==> config.mk <==
export PLATFORM = sky130hd
export DESIGN_NAME = line_rasterizer_top
export DESIGN_NICKNAME = d
export VERILOG_FILES = /design/src/hw/rtl/lr_pkg.sv /design/src/hw/rtl/line_rasterizer_top.sv /design/src/hw/rtl/lr_front.sv /design/src/hw/rtl/lr_queue.sv /design/src/hw/rtl/lr_back.sv
export SDC_FILE = /design/constraint.sdc
export NUM_CORES = 1
export LEC_CHECK = 0
export BUFFER_PORTS_ARGS = -buffer_cell sky130_fd_sc_hd__buf_4
export CAP_MARGIN = 15
export CORE_AREA = 8 8 175 177
export CTS_BUF_LIST = sky130_fd_sc_hd__clkbuf_8
export DETAILED_ROUTE_END_ITERATION = 8
export DIE_AREA = 0 0 183 185
export MAX_ROUTING_LAYER = met4
export SYNTH_ARGS = -nofsm -noshare
export SYNTH_HDL_FRONTEND = slang
export SYNTH_SLANG_ARGS = --single-unit
export TNS_END_PERCENT = 1
==> constraint.sdc <==
create_clock -name clk -period 4.7 [get_ports clk]
set_input_delay 0.235 -clock clk [delete_from_list [all_inputs] [get_ports clk]]
set_output_delay 0.235 -clock clk [all_outputs]
set_load 0.01 [all_outputs]
==> src/hw/rtl/lr_pkg.sv <==
// ----------------------------------------------------------------------------
// Line rasterizer package
// Shared widths, queue sizing and the line descriptor passed from the front
// to the stepper.
// ----------------------------------------------------------------------------
package lr_pkg;

  localparam int COORD_W     = 6;
  localparam int GLYPH_W     = 8;
  localparam int ERR_W       = 9;
  localparam int QUEUE_DEPTH = 2;
  localparam int QPTR_W      = (QUEUE_DEPTH > 1) ? $clog2(QUEUE_DEPTH) : 1;
  localparam int QCNT_W      = $clog2(QUEUE_DEPTH + 1);

  typedef logic [COORD_W-1:0] coord_t;
  typedef logic [GLYPH_W-1:0] glyph_t;

  typedef struct packed {
    logic   steep;
    logic   up;
    coord_t a0;
    coord_t a1;
    coord_t b0;
    coord_t dmaj;
    coord_t dmin;
    glyph_t glyph;
  } line_desc_t;

endpackage

==> src/hw/rtl/line_rasterizer_top.sv <==
// ----------------------------------------------------------------------------
// Line rasterizer top level
// Bresenham line stepper: one pixel write per step between two grid points.
//
//   Channel   Handshake           Payload
//   command   start / busy        in_start_row, in_start_col, in_end_row,
//                                 in_end_col, in_glyph
//   pixel     out_valid strobe    out_pixel_row, out_pixel_col,
//                                 out_pixel_glyph, out_last_pixel
//
// A line of N pixels, N being the larger span plus one, is stepped out one
// pixel per cycle; queued lines follow each other without a gap.
// A command goes through the queue, stepper and pixel registers in turn.
// A two-entry command queue lets the front end take commands while the
// stepper works; busy is high only when that queue is full.
// Reset is synchronous and clears the queue and the stepper.
// The pixel receiver cannot stall; every pixel is shown for one cycle.
// ----------------------------------------------------------------------------
module line_rasterizer_top
  import lr_pkg::*;
#(
  parameter int GRID_SIZE = 64
) (
  input  logic   clk,
  input  logic   rst_n,
  input  logic   start,
  output logic   busy,
  input  coord_t in_start_row,
  input  coord_t in_start_col,
  input  coord_t in_end_row,
  input  coord_t in_end_col,
  input  glyph_t in_glyph,
  output logic   out_valid,
  output coord_t out_pixel_row,
  output coord_t out_pixel_col,
  output glyph_t out_pixel_glyph,
  output logic   out_last_pixel
);

  logic       push, pop, full, head_valid;
  line_desc_t push_desc, head_desc;

  lr_front #(
    .GRID_SIZE(GRID_SIZE)
  ) u_front (
    .start       (start),
    .queue_full  (full),
    .in_start_row(in_start_row),
    .in_start_col(in_start_col),
    .in_end_row  (in_end_row),
    .in_end_col  (in_end_col),
    .in_glyph    (in_glyph),
    .busy        (busy),
    .push        (push),
    .push_desc   (push_desc)
  );

  lr_queue u_queue (
    .clk       (clk),
    .rst_n     (rst_n),
    .push      (push),
    .push_desc (push_desc),
    .pop       (pop),
    .head_valid(head_valid),
    .head_desc (head_desc),
    .full      (full)
  );

  lr_back u_back (
    .clk            (clk),
    .rst_n          (rst_n),
    .head_valid     (head_valid),
    .head_desc      (head_desc),
    .pop            (pop),
    .out_valid      (out_valid),
    .out_pixel_row  (out_pixel_row),
    .out_pixel_col  (out_pixel_col),
    .out_pixel_glyph(out_pixel_glyph),
    .out_last_pixel (out_last_pixel)
  );

endmodule

==> src/hw/rtl/lr_front.sv <==
// ----------------------------------------------------------------------------
// Line rasterizer front end
// Accepts a line command, clamps the endpoints to the grid, picks the major
// axis, orders the endpoints and forms the spans for the stepper.
// ----------------------------------------------------------------------------
module lr_front
  import lr_pkg::*;
#(
  parameter int GRID_SIZE = 64
) (
  input  logic       start,
  input  logic       queue_full,
  input  coord_t     in_start_row,
  input  coord_t     in_start_col,
  input  coord_t     in_end_row,
  input  coord_t     in_end_col,
  input  glyph_t     in_glyph,
  output logic       busy,
  output logic       push,
  output line_desc_t push_desc
);

  localparam coord_t GRID_MAX = COORD_W'(GRID_SIZE - 1);

  coord_t r0, c0, r1, c1;
  coord_t row_span, col_span;
  coord_t a0, b0, a1, b1;
  logic   steep;

  function automatic coord_t clamp(input coord_t v);
    return (v > GRID_MAX) ? GRID_MAX : v;
  endfunction

  always_comb begin
    r0 = clamp(in_start_row);
    c0 = clamp(in_start_col);
    r1 = clamp(in_end_row);
    c1 = clamp(in_end_col);
    row_span = (r0 > r1) ? (r0 - r1) : (r1 - r0);
    col_span = (c0 > c1) ? (c0 - c1) : (c1 - c0);
    steep = col_span > row_span;
    a0 = steep ? c0 : r0;
    b0 = steep ? r0 : c0;
    a1 = steep ? c1 : r1;
    b1 = steep ? r1 : c1;
    if (a0 > a1) begin
      push_desc.a0 = a1;
      push_desc.a1 = a0;
      push_desc.b0 = b1;
      push_desc.up = b1 < b0;
    end else begin
      push_desc.a0 = a0;
      push_desc.a1 = a1;
      push_desc.b0 = b0;
      push_desc.up = b0 < b1;
    end
    push_desc.steep = steep;
    push_desc.dmaj  = steep ? col_span : row_span;
    push_desc.dmin  = steep ? row_span : col_span;
    push_desc.glyph = in_glyph;
  end

  assign busy = queue_full;
  assign push = start && !queue_full;

endmodule

==> src/hw/rtl/lr_queue.sv <==
// ----------------------------------------------------------------------------
// Line rasterizer command queue
// Short first-in first-out queue of line descriptors between the front end
// and the stepper.
// ----------------------------------------------------------------------------
module lr_queue
  import lr_pkg::*;
(
  input  logic       clk,
  input  logic       rst_n,
  input  logic       push,
  input  line_desc_t push_desc,
  input  logic       pop,
  output logic       head_valid,
  output line_desc_t head_desc,
  output logic       full
);

  line_desc_t        slot_r [QUEUE_DEPTH];
  logic [QPTR_W-1:0] wr_ptr_r, wr_ptr_nxt;
  logic [QPTR_W-1:0] rd_ptr_r, rd_ptr_nxt;
  logic [QCNT_W-1:0] count_r, count_nxt;

  function automatic logic [QPTR_W-1:0] bump(input logic [QPTR_W-1:0] p);
    return (p == QPTR_W'(QUEUE_DEPTH - 1)) ? '0 : p + 1'b1;
  endfunction

  always_comb begin
    wr_ptr_nxt = push ? bump(wr_ptr_r) : wr_ptr_r;
    rd_ptr_nxt = pop  ? bump(rd_ptr_r) : rd_ptr_r;
    count_nxt  = count_r;
    if (push && !pop) begin
      count_nxt = count_r + 1'b1;
    end else if (pop && !push) begin
      count_nxt = count_r - 1'b1;
    end
  end

  always_ff @(posedge clk) begin
    if (!rst_n) begin
      wr_ptr_r <= '0;
      rd_ptr_r <= '0;
      count_r  <= '0;
    end else begin
      wr_ptr_r <= wr_ptr_nxt;
      rd_ptr_r <= rd_ptr_nxt;
      count_r  <= count_nxt;
    end
  end

  always_ff @(posedge clk) begin
    if (push) begin
      slot_r[wr_ptr_r] <= push_desc;
    end
  end

  assign head_valid = count_r != '0;
  assign head_desc  = slot_r[rd_ptr_r];
  assign full       = count_r == QCNT_W'(QUEUE_DEPTH);

endmodule

==> src/hw/rtl/lr_back.sv <==
// ----------------------------------------------------------------------------
// Line rasterizer stepper
// Walks one line along its major axis, one pixel per cycle, keeping the
// doubled error term and registering each pixel write.
// ----------------------------------------------------------------------------
module lr_back
  import lr_pkg::*;
(
  input  logic       clk,
  input  logic       rst_n,
  input  logic       head_valid,
  input  line_desc_t head_desc,
  output logic       pop,
  output logic       out_valid,
  output coord_t     out_pixel_row,
  output coord_t     out_pixel_col,
  output glyph_t     out_pixel_glyph,
  output logic       out_last_pixel
);

  logic                    active_r, active_nxt;
  logic                    steep_r, steep_nxt;
  logic                    up_r, up_nxt;
  coord_t                  a_r, a_nxt;
  coord_t                  a1_r, a1_nxt;
  coord_t                  b_r, b_nxt;
  coord_t                  dmaj_r, dmaj_nxt;
  coord_t                  dmin_r, dmin_nxt;
  glyph_t                  glyph_r, glyph_nxt;
  logic signed [ERR_W-1:0] err_r, err_nxt, err_sub;
  logic                    at_end;

  logic   valid_r, valid_nxt;
  coord_t row_r, row_nxt;
  coord_t col_r, col_nxt;
  glyph_t pglyph_r, pglyph_nxt;
  logic   last_r, last_nxt;

  always_comb begin
    at_end  = a_r == a1_r;
    pop     = head_valid && (!active_r || at_end);
    err_sub = err_r - ERR_W'({dmin_r, 1'b0});

    valid_nxt  = active_r;
    row_nxt    = steep_r ? b_r : a_r;
    col_nxt    = steep_r ? a_r : b_r;
    pglyph_nxt = glyph_r;
    last_nxt   = at_end;

    active_nxt = active_r;
    steep_nxt  = steep_r;
    up_nxt     = up_r;
    a_nxt      = a_r;
    a1_nxt     = a1_r;
    b_nxt      = b_r;
    dmaj_nxt   = dmaj_r;
    dmin_nxt   = dmin_r;
    glyph_nxt  = glyph_r;
    err_nxt    = err_r;

    if (pop) begin
      active_nxt = 1'b1;
      steep_nxt  = head_desc.steep;
      up_nxt     = head_desc.up;
      a_nxt      = head_desc.a0;
      a1_nxt     = head_desc.a1;
      b_nxt      = head_desc.b0;
      dmaj_nxt   = head_desc.dmaj;
      dmin_nxt   = head_desc.dmin;
      glyph_nxt  = head_desc.glyph;
      err_nxt    = ERR_W'(head_desc.dmaj);
    end else if (active_r) begin
      if (at_end) begin
        active_nxt = 1'b0;
      end else begin
        a_nxt = a_r + 1'b1;
        if (err_sub[ERR_W-1]) begin
          err_nxt = err_sub + ERR_W'({dmaj_r, 1'b0});
          b_nxt   = up_r ? b_r + 1'b1 : b_r - 1'b1;
        end else begin
          err_nxt = err_sub;
        end
      end
    end
  end

  always_ff @(posedge clk) begin
    if (!rst_n) begin
      active_r <= 1'b0;
      valid_r  <= 1'b0;
    end else begin
      active_r <= active_nxt;
      valid_r  <= valid_nxt;
    end
  end

  always_ff @(posedge clk) begin
    steep_r  <= steep_nxt;
    up_r     <= up_nxt;
    a_r      <= a_nxt;
    a1_r     <= a1_nxt;
    b_r      <= b_nxt;
    dmaj_r   <= dmaj_nxt;
    dmin_r   <= dmin_nxt;
    glyph_r  <= glyph_nxt;
    err_r    <= err_nxt;
    row_r    <= row_nxt;
    col_r    <= col_nxt;
    pglyph_r <= pglyph_nxt;
    last_r   <= last_nxt;
  end

  assign out_valid       = valid_r;
  assign out_pixel_row   = row_r;
  assign out_pixel_col   = col_r;
  assign out_pixel_glyph = pglyph_r;
  assign out_last_pixel  = last_r;

endmodule

* Yosys cells after proc, flatten, opt, wreduce, memory -nomap -nowiden
Memories as Yosys holds them, arrays and structs flattened. A register that Yosys moved wholly into a read port is not among the register bits. Index checks and enable logic that the tools add are counted.
Operators by class: order comparisons 10, multipliers 0, $add $sub $neg 13, shift-type cells 0, reductions and logical operators 16, bitwise gates (word level) 1, divide/modulo/power cells 0, equality and inequality tests 3, muxes and demuxes 38
Operator list (count):
- 6-bit 2-to-1 mux | 25
- 6-bit > comparator | 4
- 6-bit > comparator, second input constant | 4
- 6-bit subtractor | 4
- 19-bit 2-to-1 mux | 1
- 6-bit by 1-bit adder with 6-bit output, second input constant | 2
- 6-bit < comparator | 2
- 9-bit by 7-bit adder with 9-bit output | 1
- 1-bit 2-to-1 mux | 9
- 9-bit 2-to-1 mux | 1
- 9-bit by 7-bit subtractor with 9-bit output | 1
- 2-bit nonzero test | 4
- 6-bit == test | 1
- 6-bit by 1-bit subtractor with 6-bit output, second input constant | 1
- 1-bit logical AND | 4
- 1-bit zero test | 4
- 2-bit 2-to-1 mux | 2
- 2-bit AND reduction | 2
- 3-bit AND reduction | 1
- 1-bit adder, second input constant | 2
- 2-bit by 1-bit adder with 2-bit output, second input constant | 1
- 2-bit == test, second input constant | 1
- 2-bit != test, second input constant | 1
- 2-bit by 1-bit subtractor with 2-bit output, second input constant | 1
- 2 further kinds | 2
Storage, ports and cells: logic and storage cells 101, output and inout port bits 23, memory bits (writable) 80, ROM bits 0, latch bits 0, register bits 76, memories kept 1, input bits 35
Memory list:
- u_queue.slot_r | depth 2, bits a word 40, rd ports 1, clocked after memory_dff 1, wr ports 1, line lr_queue.sv:19 | line_desc_t slot_r [QUEUE_DEPTH];

* Depth between registers and ports, before layout
word-level depth 8, gate-level depth with buffers 29, mapped depth without buffers 26

* Modules after synthesis
Synthesis repeated with hierarchy kept, for this count alone.
Second synthesis, totals: cells, all modules 719, area, all modules 8655.8 sq um
By module, submodules not included:
- lr_back | instances 1, cells each 255, sequential area each 1871.8 sq um, area an instance 3248.1 sq um
- lr_queue | instances 1, cells each 146, sequential area each 2502.4 sq um, area an instance 3094.2 sq um
- lr_front | instances 1, cells each 318, sequential area each 0.0 sq um, area an instance 2313.5 sq um

* Worst setup path after synthesis
OpenSTA, ideal clock, no wires.
path type input-to-reg, start point in in_end_col[1], end point mem u_queue.slot_r[0][38] (netlist name), data pin, arrival 4.947 ns, stages 27, library setup time 0.262 ns, data required time 4.438 ns, setup slack -0.510 ns, path buffers 4, path through clkbuf_1 > ha_1 > ha_1 > inv_1 > a211oi_1 > o21ai_1 > a21oi_4 > mux2i_1 > xnor2_1 > inv_1 > ha_1 > a21o_1 > a21oi_1 > a21oi_1 > buf_2 > buf_1 > a21oi_1 > inv_1 > ha_1 > nor2b_1 > o21a_1 > o21a_1 > o21a_1 > o21a_1 > o22ai_1 > buf_2 > mux2_2
RTL lines:
- start, declared | line line_rasterizer_top.sv:31 | input coord_t in_end_col,
- end, declared | line lr_queue.sv:19

==> metrics.csv <==
stage,metric,value,unit
outcome,status,"finished, final reports clean",
die,row count,62,
logic_synthesis,Post-synth EDFFs,125,
logic_synthesis,Synth area leader,edfxtp_1,
die,DIE AREA,0.03386,sq mm
logic_synthesis,top-area cell type share of the netlist area,45.75,%
final_layout,Layout area overhead,30.67,%
global_route,global-route wire length before repair,28.17,mm
global_route,GRT Util Overall,10.90,%
route,Pre-antenna DRT Iters,4,
route,WL/cell,14.36,um
die,Die H,185,um
power,Pint,5002,uW
setup_path,most used cell along the critical path,o21a_1,
final_layout,share of layout cells above drive strength 1,35.09,%
setup_path,Critical Path RT,4.98,ns
setup_path,worst-path fanout max,8,
power,PD cells,744.1,mW/mm^2
clocking,CTS clock-pin slew for the worst setup and hold paths,0.09,ns
clocking,root buffer cell,clkbuf_8,
logic_synthesis,Mapped Nets,766,
route,final WL,17.79,mm
setup_path,CP arrival,4.87,ns
clocking,worst skew pair latency,0.44,ns
power,Sw Ratio,37.29,%
placed_design,final estimated routing congestion in global placement,0.8961,
logic_synthesis,synthesized instance count,677,
logic_synthesis,"Distinct cells, synth",54,
final_layout,Layout Nets,931,
route,drt drc,0,
sta,Tcrit/Tclk final,97.74,%
sta,fin. max-slew vios,0,
power,Comb pwr share,55.2,%
sta,post-layout min period,4.594,ns
logic_synthesis,dominant cells by area after synthesis,"edfxtp_1, dfxtp_1, mux2i_1",
clocking,cts bufs inserted,17,
setup_path,kind of critical path,in -> reg,
setup_path,Worst path max stage delay,0.34,ns
final_layout,Diodes inserted,0,
logic_synthesis,fraction of registers with async set/reset,0,%
route,detailed router's first-iteration violation count,247,
die,core area,0.02808,sq mm
sta,Setup-failing EPs final,0,
sta,Slew @ Worst Pin,0.9965,ns
global_route,global route total overflow,0,
setup_path,critical path's top delay family,compound AO/OA/AOI/OAI gates,
logic_synthesis,"Seq/Total Area, Yosys",53.32,%
power,Peak VDD IR,0.0002496,V
setup_path,critical path endpoint category,register,
logic_synthesis,syn_area_per_cell,12.12,sq um
die,die width,183,um
clocking,CTS Sinks,156,
logic_synthesis,cell area after synthesis,0.008204,sq mm
clocking,Max Buffers Root-to-Sink,2,
sta,final setup skew,0.01112,ns
power,Pwr Total,7977,uW
setup_path,Buf/Inv on CP,8,
die,Ports,58,
sta,max_slew headroom,33.57,%
job,Max-cap violations,0,
logic_synthesis,Ys Warns,0,
global_route,pin count of the biggest net entering global routing,51,
logic_synthesis,prevailing post-synth register cell,edfxtp_1,
logic_synthesis,synthesized flop and latch total,156,
setup_path,type of origin of the critical path,input pin,
route,Via-to-Cell Ratio,4.328,
placed_design,Port Buffer Count,57,
final_layout,most frequent cells in the layout,"buf_4, edfxtp_1, inv_1, nor2_1, mux2i_1",
clocking,CTS tree,done,
power,fraction of power consumed by sequential logic,32.7,%
power,Net Sw Power,2975,uW
power,clock power share,12.2,%
final_layout,"most common cell after layout, fill and taps aside",buf_4,
sta,Fmax,217.7,MHz
power,Leakage Power,0.004393,uW
placed_design,hpwl dp,13.25,mm
route,via count,5363,
final_layout,post-layout util,38.18,%
sta,final hold vios,0,
die,initial core utilization,29.21,%
global_route,initial antenna violation count,0,
route,Antenna Nets Post-Route,0,
global_route,vias in the first global route,5500,
setup_path,Critical-path top delay cell,maj3_2,
clocking,Clock H-tree levels,4,
min_path,Min-Delay Path Class,in -> reg,
## kinds of logic after synthesis
family | synth area share (%)
AND/OR/NAND/NOR | 6.116
buffers and inverters | 4.651
multiplexers | 13.47
flip-flops | 53.32
AO/OA/AOI/OAI | 8.815
adder cells (fa/ha/maj) | 8.952
XOR/XNOR | 4.682
## metrics by stage
step	instances	setup TNS (ns)	hold slack, ns	worst slack [ns]	area [sq um]
global route	1239	-0.2865	0.2842	-0.02137	10720
floorplan	677	-2.863	0.3233	-0.1645	8259
global placement	1190	-17.12	0.3255	-0.4989	9868
finish	1239	0	0.2865	0.1064	10720
CTS	1233	0	0.2468	0.01697	10390
detailed placement	1190	-19.87	0.3293	-0.5904	9868
## area by class of cell
type                       count  area (sq um)
sequential                   156          4375
inverter                      65         244.0
tap                          384         480.5
multi-input combinational    424          3769
clock inverter                15         156.4
clock buffer                  17         234.0
fill                        2751         17360
timing repair buffer         178          1461
## timing repair
item	in CTS	in global routing
gates cloned	0	1
endpoints found under the hold margin	18	0
setup endpoints to repair	30	38
pin swaps	1	19
hold buffers	9	0
resized for setup	6	47
buffers inserted	2	5
## power by group through the flow
| stage | combinational (uW) | clock [uW] | sequential (uW) |
|---|---|---|---|
| final | 4400 | 972 | 2600 |
| after global routing | 4910 | 1060 | 2670 |
| after CTS | 4090 | 1010 | 2620 |
| after detailed placement | 4020 | 0 | 2650 |
| after global placement | 3940 | 0 | 2640 |
| after floorplan | 2800 | 0 | 2580 |
## state kept, by name, summed over array words and instances, names as in the netlist, 2 cells and up, named ones only
register / cells
u_back.b_r: 6
u_back.a1_r: 6
u_back.err_r: 8
u_back.dmin_r: 6
u_back.dmaj_r: 6
u_back.out_pixel_glyph: 8
u_back.glyph_r: 8
u_back.a_r: 6
u_back.out_pixel_col: 6
u_queue.slot_r: 80
u_queue.count_r: 2
u_back.out_pixel_row: 6
## routing by layer
layer  routed length (um)  track usage [%]
met5                    0                -
met2                 8463            17.68
met1                 8574            13.59
met3                  437            1.844
met4                  310            3.904
## final timing paths
path | start | to | slack (ns) | depth (start not counted)
hold reg to reg | u_back.glyph_r[7]$_DFFE_PP_ | u_back.out_pixel_glyph[7]$_DFF_P_ | 0.35 | 0
setup / recovery | in_start_col[4] | u_queue.slot_r[0][27]$_DFFE_PP_ | 0.11 | 28
hold / removal | start | u_queue.wr_ptr_r$_SDFFE_PN0P_ | 0.29 | 4
setup reg to reg | u_back.err_r[2]$_DFFE_PP_ | u_back.b_r[4]$_DFFE_PP_ | 1.81 | 8
## cells in the mapped netlist, types with 7 or more instances
library cell	n
xnor2_1	24
buf_2	7
nor2_1	52
o21ai_0	15
edfxtp_1	125
nor2b_1	10
dfxtp_1	31
clkbuf_1	18
nand2_1	17
a21oi_1	50
ha_1	49
a21o_1	7
xor2_1	13
mux2i_1	62
o21a_1	7
mux2_2	42
inv_1	65
nand3_1	7
## worst reg2reg max path, delay by kind of cell (launching register included)
kind | cells | cell delay (ns)
AOI/OAI and AO/OA | 3 | 0.67
DFF | 1 | 0.42
adders and majority gates | 1 | 0.30
xor gates and xnor gates | 1 | 0.38
and+or+nand+nor | 3 | 0.75
Note: power is estimated with default switching activity, not from simulation.
